File: config.mk
export PLATFORM = sky130hd
export DESIGN_NAME = ibfs_ctrl
export DESIGN_NICKNAME = d
export VERILOG_FILES = /design/src/hw/rtl/ibfs_pkg.sv /design/src/hw/rtl/ibfs_ctrl.sv
export SDC_FILE = /design/constraint.sdc
export NUM_CORES = 1
export LEC_CHECK = 0
export ABC_AREA = 1
export BUFFER_PORTS_ARGS = -buffer_cell sky130_fd_sc_hd__buf_4
export CORE_MARGIN = 3
export CORE_UTILIZATION = 35
export DETAILED_ROUTE_END_ITERATION = 8
export PLACE_DENSITY = 0.68
export SYNTH_ARGS = -nofsm -noshare
export SYNTH_HDL_FRONTEND = slang
export SYNTH_SLANG_ARGS = --single-unit
File: constraint.sdc
create_clock -name clk -period 1.27 [get_ports clk]
set_clock_uncertainty 0.15 [all_clocks]
set_input_delay 0.127 -clock clk [delete_from_list [all_inputs] [get_ports clk]]
set_output_delay 0.127 -clock clk [all_outputs]
set_load 0.03 [all_outputs]
File: src/hw/rtl/ibfs_pkg.sv
`default_nettype none
package ibfs_pkg;

  localparam int FRAC_BITS = 16;
  localparam int GRID_ROWS = 64;
  localparam int GRID_COLS = 64;
  localparam int ROW_W     = $clog2(GRID_ROWS);
  localparam int COL_W     = $clog2(GRID_COLS);
  localparam int IDX_W     = (ROW_W > COL_W) ? ROW_W : COL_W;
  localparam int CELLS     = GRID_ROWS * GRID_COLS;
  localparam int ADDR_W    = $clog2(CELLS);
  localparam int DATA_W    = 32;
  localparam int CFG_W     = 31;
  localparam int CFG_IDX_W = 2;
  localparam int QONE      = 1 << FRAC_BITS;
  localparam int QHALF     = 1 << (FRAC_BITS - 1);
  localparam int PHI_W     = FRAC_BITS;
  localparam int SQ_W      = 2 * FRAC_BITS + 3;
  localparam int SQRT_STEPS = FRAC_BITS + 1;
  localparam int DIV3_MUL  = 174763;
  localparam int DIV3_SH   = 19;
  localparam int DIV3_IN_W = 20;

  localparam logic [1:0] FUNC_LOAD   = 2'd0;
  localparam logic [1:0] FUNC_VERTEX = 2'd1;
  localparam logic [1:0] FUNC_READ   = 2'd2;

  localparam logic [CFG_IDX_W-1:0] CFG_DX     = 2'd0;
  localparam logic [CFG_IDX_W-1:0] CFG_DY     = 2'd1;
  localparam logic [CFG_IDX_W-1:0] CFG_INV_DX = 2'd2;
  localparam logic [CFG_IDX_W-1:0] CFG_INV_DY = 2'd3;

  typedef struct packed {
    logic [1:0]               func;
    logic [ROW_W-1:0]         row;
    logic [COL_W-1:0]         col;
    logic signed [DATA_W-1:0] pos_x;
    logic signed [DATA_W-1:0] pos_y;
    logic signed [DATA_W-1:0] value_u;
    logic signed [DATA_W-1:0] value_v;
  } in_t;

  typedef struct packed {
    logic signed [DATA_W-1:0] force_x;
    logic signed [DATA_W-1:0] force_y;
    logic signed [DATA_W-1:0] cell_u;
    logic signed [DATA_W-1:0] cell_v;
  } out_t;

  typedef enum logic [4:0] {
    S_IDLE, S_DECODE, S_LOAD, S_READ, S_READ_WAIT, S_NEAR, S_ROUND,
    S_PHI_DIST, S_PHI_SCALE, S_PHI_SQR, S_PHI_SQRT, S_PHI_FIN,
    S_P0_ADDR, S_P0_WGT, S_P0_MUL, S_P0_ACC, S_FORCE,
    S_P1_ADDR, S_P1_WGT, S_P1_MUL, S_P1_WR, S_DONE
  } ctl_state_t;

  typedef enum logic [4:0] {
    OP_IDLE, OP_CAPTURE, OP_LOAD, OP_READ, OP_READ_TAKE, OP_NEAR, OP_ROUND,
    OP_PHI_DIST, OP_PHI_SCALE, OP_PHI_SQR, OP_PHI_SQRT, OP_PHI_FIN,
    OP_ADDR, OP_WGT, OP_MUL, OP_ACC, OP_FORCE, OP_WR
  } dp_op_t;

  typedef struct packed {
    dp_op_t     op;
    logic       pass;
    logic [1:0] sel;
    logic [1:0] a;
    logic [4:0] it;
    logic [1:0] ci;
    logic [1:0] cj;
  } cmd_t;

  typedef struct packed {
    logic [1:0] func;
  } sts_t;

  function automatic logic signed [DATA_W-1:0] sat32(input logic signed [39:0] v);
    logic signed [39:0] hi;
    logic signed [39:0] lo;
    hi = 40'sd2147483647;
    lo = -40'sd2147483648;
    if (v > hi) begin
      return 32'sh7fffffff;
    end else if (v < lo) begin
      return 32'sh80000000;
    end
    return v[DATA_W-1:0];
  endfunction

  // floor(x/3) by reciprocal, exact for x below 2^19
  function automatic logic [PHI_W-1:0] div3(input logic [DIV3_IN_W-1:0] x);
    logic [37:0] p;
    p = 38'(x) * 38'(DIV3_MUL);
    return PHI_W'(p >> DIV3_SH);
  endfunction

endpackage
`default_nettype wire

File: src/hw/rtl/ibfs_ctrl.sv
`default_nettype none
module ibfs_ctrl
  import ibfs_pkg::*;
(
  input  logic clk,
  input  logic rst_n,
  input  logic start,
  input  sts_t sts,
  output cmd_t cmd,
  output logic busy,
  output logic out_valid
);

  ctl_state_t state_r, state_nxt;
  logic [1:0] sel_r, sel_nxt, a_r, a_nxt, ci_r, ci_nxt, cj_r, cj_nxt;
  logic [4:0] it_r, it_nxt;
  logic       phi_last, cell_last, sqrt_last;

  assign phi_last  = (sel_r == 2'd3) && (a_r == 2'd2);
  assign cell_last = (ci_r == 2'd2) && (cj_r == 2'd2);
  assign sqrt_last = (it_r == 5'(SQRT_STEPS-1));

  always_ff @(posedge clk) begin
    if (!rst_n) begin
      state_r <= S_IDLE;
      sel_r   <= '0;
      a_r     <= '0;
      it_r    <= '0;
      ci_r    <= '0;
      cj_r    <= '0;
    end else begin
      state_r <= state_nxt;
      sel_r   <= sel_nxt;
      a_r     <= a_nxt;
      it_r    <= it_nxt;
      ci_r    <= ci_nxt;
      cj_r    <= cj_nxt;
    end
  end

  // next state
  always_comb begin
    state_nxt = state_r;
    case (state_r)
      S_IDLE:      if (start) state_nxt = S_DECODE;
      S_DECODE: begin
        case (sts.func)
          FUNC_LOAD:   state_nxt = S_LOAD;
          FUNC_READ:   state_nxt = S_READ;
          FUNC_VERTEX: state_nxt = S_NEAR;
          default:     state_nxt = S_DONE;
        endcase
      end
      S_LOAD:      state_nxt = S_DONE;
      S_READ:      state_nxt = S_READ_WAIT;
      S_READ_WAIT: state_nxt = S_DONE;
      S_NEAR:      state_nxt = S_ROUND;
      S_ROUND:     state_nxt = S_PHI_DIST;
      S_PHI_DIST:  state_nxt = S_PHI_SCALE;
      S_PHI_SCALE: state_nxt = S_PHI_SQR;
      S_PHI_SQR:   state_nxt = S_PHI_SQRT;
      S_PHI_SQRT:  if (sqrt_last) state_nxt = S_PHI_FIN;
      S_PHI_FIN:   state_nxt = phi_last ? S_P0_ADDR : S_PHI_DIST;
      S_P0_ADDR:   state_nxt = S_P0_WGT;
      S_P0_WGT:    state_nxt = S_P0_MUL;
      S_P0_MUL:    state_nxt = S_P0_ACC;
      S_P0_ACC:    state_nxt = cell_last ? S_FORCE : S_P0_ADDR;
      S_FORCE:     state_nxt = S_P1_ADDR;
      S_P1_ADDR:   state_nxt = S_P1_WGT;
      S_P1_WGT:    state_nxt = S_P1_MUL;
      S_P1_MUL:    state_nxt = S_P1_WR;
      S_P1_WR:     state_nxt = cell_last ? S_DONE : S_P1_ADDR;
      S_DONE:      state_nxt = S_IDLE;
      default:     state_nxt = S_IDLE;
    endcase
  end

  // loop counters
  always_comb begin
    sel_nxt = sel_r;
    a_nxt   = a_r;
    it_nxt  = it_r;
    ci_nxt  = ci_r;
    cj_nxt  = cj_r;
    case (state_r)
      S_ROUND: begin
        sel_nxt = '0;
        a_nxt   = '0;
      end
      S_PHI_SQR:  it_nxt = '0;
      S_PHI_SQRT: it_nxt = it_r + 5'd1;
      S_PHI_FIN: begin
        if (a_r == 2'd2) begin
          a_nxt   = '0;
          sel_nxt = sel_r + 2'd1;
        end else begin
          a_nxt = a_r + 2'd1;
        end
        ci_nxt = '0;
        cj_nxt = '0;
      end
      S_P0_ACC, S_P1_WR: begin
        if (cj_r == 2'd2) begin
          cj_nxt = '0;
          ci_nxt = ci_r + 2'd1;
        end else begin
          cj_nxt = cj_r + 2'd1;
        end
      end
      S_FORCE: begin
        ci_nxt = '0;
        cj_nxt = '0;
      end
      default: ;
    endcase
  end

  // outputs
  always_comb begin
    cmd.op   = OP_IDLE;
    cmd.pass = 1'b0;
    cmd.sel  = sel_r;
    cmd.a    = a_r;
    cmd.it   = it_r;
    cmd.ci   = ci_r;
    cmd.cj   = cj_r;
    case (state_r)
      S_IDLE:      if (start) cmd.op = OP_CAPTURE;
      S_LOAD:      cmd.op = OP_LOAD;
      S_READ:      cmd.op = OP_READ;
      S_READ_WAIT: cmd.op = OP_READ_TAKE;
      S_NEAR:      cmd.op = OP_NEAR;
      S_ROUND:     cmd.op = OP_ROUND;
      S_PHI_DIST:  cmd.op = OP_PHI_DIST;
      S_PHI_SCALE: cmd.op = OP_PHI_SCALE;
      S_PHI_SQR:   cmd.op = OP_PHI_SQR;
      S_PHI_SQRT:  cmd.op = OP_PHI_SQRT;
      S_PHI_FIN:   cmd.op = OP_PHI_FIN;
      S_P0_ADDR:   cmd.op = OP_ADDR;
      S_P0_WGT:    cmd.op = OP_WGT;
      S_P0_MUL:    cmd.op = OP_MUL;
      S_P0_ACC:    cmd.op = OP_ACC;
      S_FORCE:     cmd.op = OP_FORCE;
      S_P1_ADDR: begin
        cmd.op   = OP_ADDR;
        cmd.pass = 1'b1;
      end
      S_P1_WGT: begin
        cmd.op   = OP_WGT;
        cmd.pass = 1'b1;
      end
      S_P1_MUL: begin
        cmd.op   = OP_MUL;
        cmd.pass = 1'b1;
      end
      S_P1_WR: begin
        cmd.op   = OP_WR;
        cmd.pass = 1'b1;
      end
      default: ;
    endcase
  end

  assign busy      = (state_r != S_IDLE);
  assign out_valid = (state_r == S_DONE);

`ifndef SYNTHESIS
  ast_accept_decode: assert property (@(posedge clk) disable iff (!rst_n)
    (start && !busy) |=> (state_r == S_DECODE))
    else $error("accepted transfer did not enter decode");

  ast_result_then_idle: assert property (@(posedge clk) disable iff (!rst_n)
    out_valid |=> !busy)
    else $error("block stayed busy after result");

  ast_sqrt_bound: assert property (@(posedge clk) disable iff (!rst_n)
    (state_r == S_PHI_SQRT) |-> (it_r < 5'(SQRT_STEPS)))
    else $error("square root step count overran");

  ast_cell_bound: assert property (@(posedge clk) disable iff (!rst_n)
    (state_r == S_P0_ACC || state_r == S_P1_WR) |-> (ci_r != 2'd3 && cj_r != 2'd3))
    else $error("neighbour walk left the 3x3 window");
`endif

endmodule
`default_nettype wire

; After elaboration in Yosys (flattened, before gate mapping)
; Index checks and enable logic that the tools add are counted.
[classes]
muxes = 19
n_eq_ne = 32
n_reduce_logical = 18
addsub = 5
[ops]
columns = op, count
row1 = $pmux 5 s20, 1
row2 = $pmux 5 s17, 1
row3 = $eq 5x4->1 const B, 8
row4 = $eq 5x5->1 const B, 7
row5 = $eq 5x3->1 const B, 4
row6 = $pmux 2 s2, 4
row7 = $mux 5, 3
row8 = $pmux 5 s3, 1
row9 = $reduce_or 2->1, 6
row10 = $eq 2x2->1 const B, 5
row11 = $eq 5x2->1 const B, 2
row12 = $pmux 5 s2, 1
row13 = $add 2x1->2 const B, 4
row14 = $mux 2, 4
row15 = $ne 2x2->1 const B, 4
row16 = $reduce_and 2->1, 3
row17 = $reduce_bool 2->1, 3
row18 = $add 5x1->5 const B, 1
row19 = $eq 5x1->1 const B, 1
row20 = $logic_not 5->1, 1
row21 = $reduce_bool 5->1, 1
row22 = $mux 4, 1
row23 = $reduce_or 4->1, 1
row24 = $mux 3, 1
row25 = 4 further kinds, 6
[totals]
regBits = 18
inputBits = 5
elab_cells = 80
output_inout_bits = 21

; Depth between registers and ports, before layout
; Gate-level depths: netlist (run 1).
[depth]
ltp_word = 4
mapped_depth = 9
mapped_depth_nobuf = 9

; Worst setup path before layout (run 1)
; Ideal clock, no wire load.
[synth_timing]
kind = reg2out
from = reg state_r[3]
to = out out_valid
slack_ns = -0.274
t_arrival_ns = 1.267
path_stages_with_launch = 4
required_ns = 0.993
cell_sequence = dfxtp_1 inv_1 nand2_1 nor3_1
[synth_via]
elab_chain_len = 1
[synth_rtl]
columns = item, line_no
row1 = from (decl), ibfs_ctrl.sv:14  ; ctl_state_t state_r, state_nxt;
row2 = from (signal assigned), ibfs_ctrl.sv:32  ; state_r <= state_nxt;
row3 = $eq 5x5->1, ibfs_ctrl.sv:165  ; assign out_valid = (state_r == S_DONE);
row4 = to (decl), ibfs_ctrl.sv:11  ; output logic out_valid
; Every way passes these cells.

==> reports/qor.yml, run 1 <==
chipHeight_um: 66.1
cts.path.max_buffers: 2
yosys-top-cells-area: "dfxtp_1 (29%), nand2_1 (15%), nand3_1 (9.9%), nor2_1 (7.7%), inv_1 (6.2%)"
worstMarginPinSlew_ps: 333
crit_type: "register to primary output"
fmax_mhz: 567
synth.distinct_cells: 28
start_kind: "register"
wl_mm: 4.66
muxShareOfSynthArea_pct: 0
r2r-end: "ci_r[0]"
p_leak_nw: 1.13
status: "complete, but fails checks"
power_mw: 3.47
syn2layout_area_growth_pct: 79.8
required_ps: 990
setup_viol: 26
viasPerCell: 5.19
synth-xor-area-share_pct: 0
core_area_um2: 3420
crit_path_end: "cmd[14]"
avgSynthCellArea_um2: 6.28
finalNetCount: 290
ff2ff_path_depth: 11
rows: 21
io_pins: 26
yosys.area.top_type: "dfxtp_1"
synth-seq-cells: 18
start_util_pct: 37.0
synth_compound_area_share_pct: 13.0
synthSimpleGateAreaFrac_pct: 45.9
relSlewSlack_pct: 77.8
peakVddDrop_v: 0.000565
dp_cells: 307
via_count: 1693
synthCells: 201
fin_tns_setup_ps: -7980
drcViolationCount: 0
place_ws_ps: -228
wl_per_cell_um: 14.3
dieArea_um2: 4360
place_area_um2: 1870
cts_buffers: 3
layout_setup_ws_ps: -494
cts_tree: "yes"
worst_setup_path_end_kind: "primary output"
clkLatencyLatePin_ps: 290
reg2reg_setup_slack_ps: -360
violations: "negative setup slack"
grt_max_degree: 11
syn-cell-area_um2: 1260
rsz0062_at_grt: "true"
design_area_um2: 2270
synth_seq_area_share_pct: 28.5
clock-sinks: 18
hold_path_class: "input port to register"
critPathLaunch: "state_r[2]"
fin_util_pct: 66.4
synth_nets: 210
synthAdderAreaFrac_pct: 3.96
clk_pin_slew_worst_paths_ps: 110
hold_viol: 0
antenna_cells: 0
ys_warn_count: 0
holdWs_ps: 72.0
io_buffers: 25
ant_nets: 0
grt_usage_pct: 19.5
dr.pass1.iters: 5
fin_crit_ps: 1760
synth_top_area_share_pct: 28.5
die_w_um: 66.1
drt_iter0_drc: 173
synth_top_family_by_area: "simple AND/OR/NAND/NOR gates"
power_density_nw_per_um2: 1530
stdcell_count: 326
arrival_ps: 1490
drive_gt1_share_pct: 59.6
holdPathStages: 5
cap_violations: 0
slew_violations: 0
overflow: 0
rr_startpoint: "state_r[1]"
dp_hpwl_mm: 2.89
path_max_fanout: 6
first_global_vias: 1442
antenna_found_initial: 0
cts_root_buf: "clkbuf_4"
place.gp.congestion: 0.947
htreeDepth: 1
grt_pass1_wl_mm: 6.70
period_share_pct: 139
[worst min-delay path by stage]
stage          startpoint          to  slack, ps
6_report            start  state_r[0]         70
5_1_grt             start  state_r[0]        110
4_1_cts             start  state_r[0]         60
3_5_place_dp        rst_n     ci_r[0]        220
3_3_place_gp        rst_n     ci_r[0]        220
2_1_floorplan       rst_n     ci_r[0]         90
[cell type report]
class | count | area (µm²)
multi-input cells | 155 | 1030
well taps | 46 | 57.6
clock inverters | 1 | 3.75
fillers | 282 | 1150
clock buffers | 3 | 22.5
inverters | 25 | 114
repair buffers | 78 | 648
flip-flops and latches | 18 | 397
[cells by family (layout without fill, tap and decap cells)]
kind of cell / Yosys count / in the layout
AND/OR/NAND/NOR: 123 / 123
AO/OA/AOI/OAI: 28 / 28
buffers and inverters: 28 / 107
flip-flops: 18 / 18
adder cells (fa/ha/maj): 4 / 4
[repair_timing]
item | 4_1_cts | 5_1_grt
pin swaps | 20 | 13
endpoints found under the setup margin | 26 | 27
gates cloned | 0 | 0
buffers inserted | 7 | 8
hold buffers | 1 | 0
gates resized for setup | 51 | 27
endpoints found under the hold margin | 2 | 0
[flip-flops by register name (all words and copies together) (netlist names)]
| register | cells |
|---|---|
| cj_r | 2 |
| sel_r | 2 |
| a_r | 2 |
| ci_r | 2 |
| it_r | 5 |
| state_r | 5 |
[layer usage]
| metal | routed length (µm) | up-vias | part of all wire [%] | GRT usage, % |
|---|---|---|---|---|
| met5 | 0 | - | 0 | 0 |
| met4 | 80 | 0 | 1.7 | 7.36 |
| met3 | 236 | 10 | 5.1 | 2.04 |
| met2 | 2410 | 63 | 52 | 33.3 |
| met1 | 1930 | 794 | 41 | 25.1 |
| li1 | - | 826 | - | - |
[critical path: stages (launching register included)]
cell	delay [ps]
dfxtp_4	420
inv_4	70
nor2_4	200
nand3_2	150
nand2_4	100
a31oi_1	50
nand3_2	70
buf_6	130
[where the power goes]
group          total, mW  switching (mW)  internal [mW]
Combinational       2.38            1.34           1.04
Sequential         0.794           0.149          0.646
Clock              0.294           0.180          0.114
[Yosys cell counts, drive strengths merged]
cell,count
a211oi,1
a21oi,14
a22oi,1
a31o,2
a31oi,1
buf,2
clkbuf,1
dfxtp,18
ha,4
inv,25
nand2,55
nand3,26
nand3b,2
nand4,5
nor2,30
nor3,3
nor3b,1
o211a,2
o21ai,7
or2,1
[cells in the final DEF, fill, tap and decap left out, drive strengths merged]
cell type	count
a211oi	1
a21oi	14
a22oi	1
a31o	2
a31oi	1
buf	77
clkbuf	3
clkinv	1
dfxtp	18
dlygate4sd3	1
ha	4
inv	25
nand2	55
nand3	26
nand3b	2
nand4	5
nor2	30
nor3	3
nor3b	1
o211a	2
o21ai	7
or2	1
Note: power is estimated with default switching activity, not from simulation.
==> run 2: changes to the inputs <==
Settings changed: RECOVER_POWER set to 25.
==> reports/qor.yml, run 2 (same netlist as run 1, synthesis figures left out) <==
violations: "negative setup slack"  # unchanged
via_count: 1693  # unchanged
reg2reg_setup_slack_ps: -360  # about the same
worstPathCellList: "inv_4 -> nor2_4 -> nand3_2 -> nand2_4 -> a31oi_1 -> nand3_2 -> buf_6"  # unchanged
io_buffers: 25  # unchanged
holdPathStages: 5  # unchanged
power_density_nw_per_um2: 1530  # about the same
rows: 21  # unchanged
syn2layout_area_growth_pct: 79.5  # was 79.8%
cts_tree: "yes"  # unchanged
clk_pin_slew_worst_paths_ps: 110  # about the same
max_stage_delay_ps: 420  # about the same
peakVddDrop_v: 0.000565  # about the same
status: "complete, but fails checks"  # unchanged
whs_endpoint: "state_r[0]"  # unchanged
final_common_cell: "buf_4"  # unchanged
die_w_um: 66.1  # unchanged
crit_type: "register to primary output"  # unchanged
cts_root_buf: "clkbuf_4"  # unchanged
worstMarginPinSlew_ps: 333  # unchanged
io_pins: 26  # unchanged
worst_setup_path_end_kind: "primary output"  # unchanged
wl_mm: 4.66  # unchanged
required_ps: 990  # about the same
cpMostUsedCell: "nand3_2"  # unchanged
clkLatencyLatePin_ps: 290  # about the same
ff2ff_path_depth: 11  # unchanged
viasPerCell: 5.19  # unchanged
overflow: 0  # unchanged
finalNetCount: 290  # unchanged
first_global_vias: 1442  # unchanged
dr.pass1.iters: 5  # unchanged
relSlewSlack_pct: 77.8  # unchanged
start_util_pct: 37.0  # unchanged
cap_violations: 0  # unchanged
slowest_stage: "dfxtp_4"  # unchanged
power_mw: 3.47  # about the same
antenna_cells: 0  # unchanged
fin_crit_ps: 1760  # unchanged
holdWs_ps: 72.0  # unchanged
largest_registers: "it_r (5), state_r (5)"  # unchanged
start_kind: "register"  # unchanged
place_ws_ps: -228  # unchanged
p_leak_nw: 1.13  # about the same
dieArea_um2: 4360  # unchanged
cts_buffers: 3  # unchanged
drt_iter0_drc: 173  # unchanged
design_area_um2: 2270  # about the same
setup_viol: 26  # unchanged
slew_violations: 0  # unchanged
htreeDepth: 1  # unchanged
grt_pass1_wl_mm: 6.70  # unchanged
grt_max_degree: 11  # unchanged
r2r-end: "ci_r[0]"  # unchanged
path_max_fanout: 6  # unchanged
rsz0062_at_grt: "true"  # unchanged
place.gp.congestion: 0.947  # unchanged
cts.path.max_buffers: 2  # unchanged
critPathLaunch: "state_r[2]"  # unchanged
antenna_found_initial: 0  # unchanged
hold_viol: 0  # unchanged
layout_setup_ws_ps: -494  # unchanged
rr_startpoint: "state_r[1]"  # unchanged
fmax_mhz: 567  # unchanged
hold_path_class: "input port to register"  # unchanged
dp_hpwl_mm: 2.89  # unchanged
period_share_pct: 139  # unchanged
place_area_um2: 1870  # unchanged
arrival_ps: 1490  # about the same
final_cell_mix: "buf_4 (62), nand2_1 (28), nand2_2 (17)"  # unchanged
drcViolationCount: 0  # unchanged
core_area_um2: 3420  # unchanged
wl_per_cell_um: 14.3  # unchanged
chipHeight_um: 66.1  # unchanged
min_from: "start"  # unchanged
grt_usage_pct: 19.5  # unchanged
fin_tns_setup_ps: -7980  # about the same
clock-sinks: 18  # unchanged
ant_nets: 0  # unchanged
drive_gt1_share_pct: 58.6  # was 59.6%
-- run 2: cell types whose count changed in the layout (fill, tap and decap cells not counted) --
cell,before,now
dfxtp_1,3,6
dfxtp_2,8,5
-- run 2: critical path: cells and delay by family, from the launching register on --
kind / cells / cell delay (ps)
buffers and inverters: 2 / 200
flip-flops: 1 / 420
AO/OA/AOI/OAI: 1 / 50
AND/OR/NAND/NOR: 4 / 520
-- run 2: worst max path at each step --
stage / to
CTS: cmd[17]
floorplan: cmd[17]
detailed placement: cmd[16]
finish: cmd[14]
global route: cmd[16]
global placement: cmd[16]
-- run 2: report_power, final --
group	switching (mW)	total, mW	internal (mW)
sequential	0.149	0.794	0.645
clock	0.180	0.294	0.114
combinational	1.34	2.38	1.04
-- run 2: per-layer routing --
layer  global-route usage, %  vias to the layer above  part of all wire [%]
met5                       0                        -                     0
met4                    7.36                        0                   1.7
met3                    2.04                       10                   5.1
met2                    33.3                       63                    52
met1                    25.1                      794                    41
li1                        -                      826                     -
-- run 2: metrics by stage --
stage	instances	utilization [%]
2_1_floorplan	201	-
3_3_place_gp	307	54.6
3_5_place_dp	307	54.6
4_1_cts	318	62.0
5_1_grt	326	66.3
6_report	326	66.3
-- run 2: final cells by class --
class,instances,area (µm²)
Clock inverter,1,3.75
Tap cell,46,57.6
Multi-Input combinational cell,155,1030
Timing Repair Buffer,78,648
Fill cell,285,1150
Clock buffer,3,22.5
Inverter,25,114
Sequential cell,18,393
-- run 2: what timing repair did --
item,in CTS,in global routing
hold buffers,1,0
endpoints found under the hold margin,2,0
endpoints found under the setup margin,26,27
buffers inserted,7,8
pin swaps,20,13
resized for setup,51,27
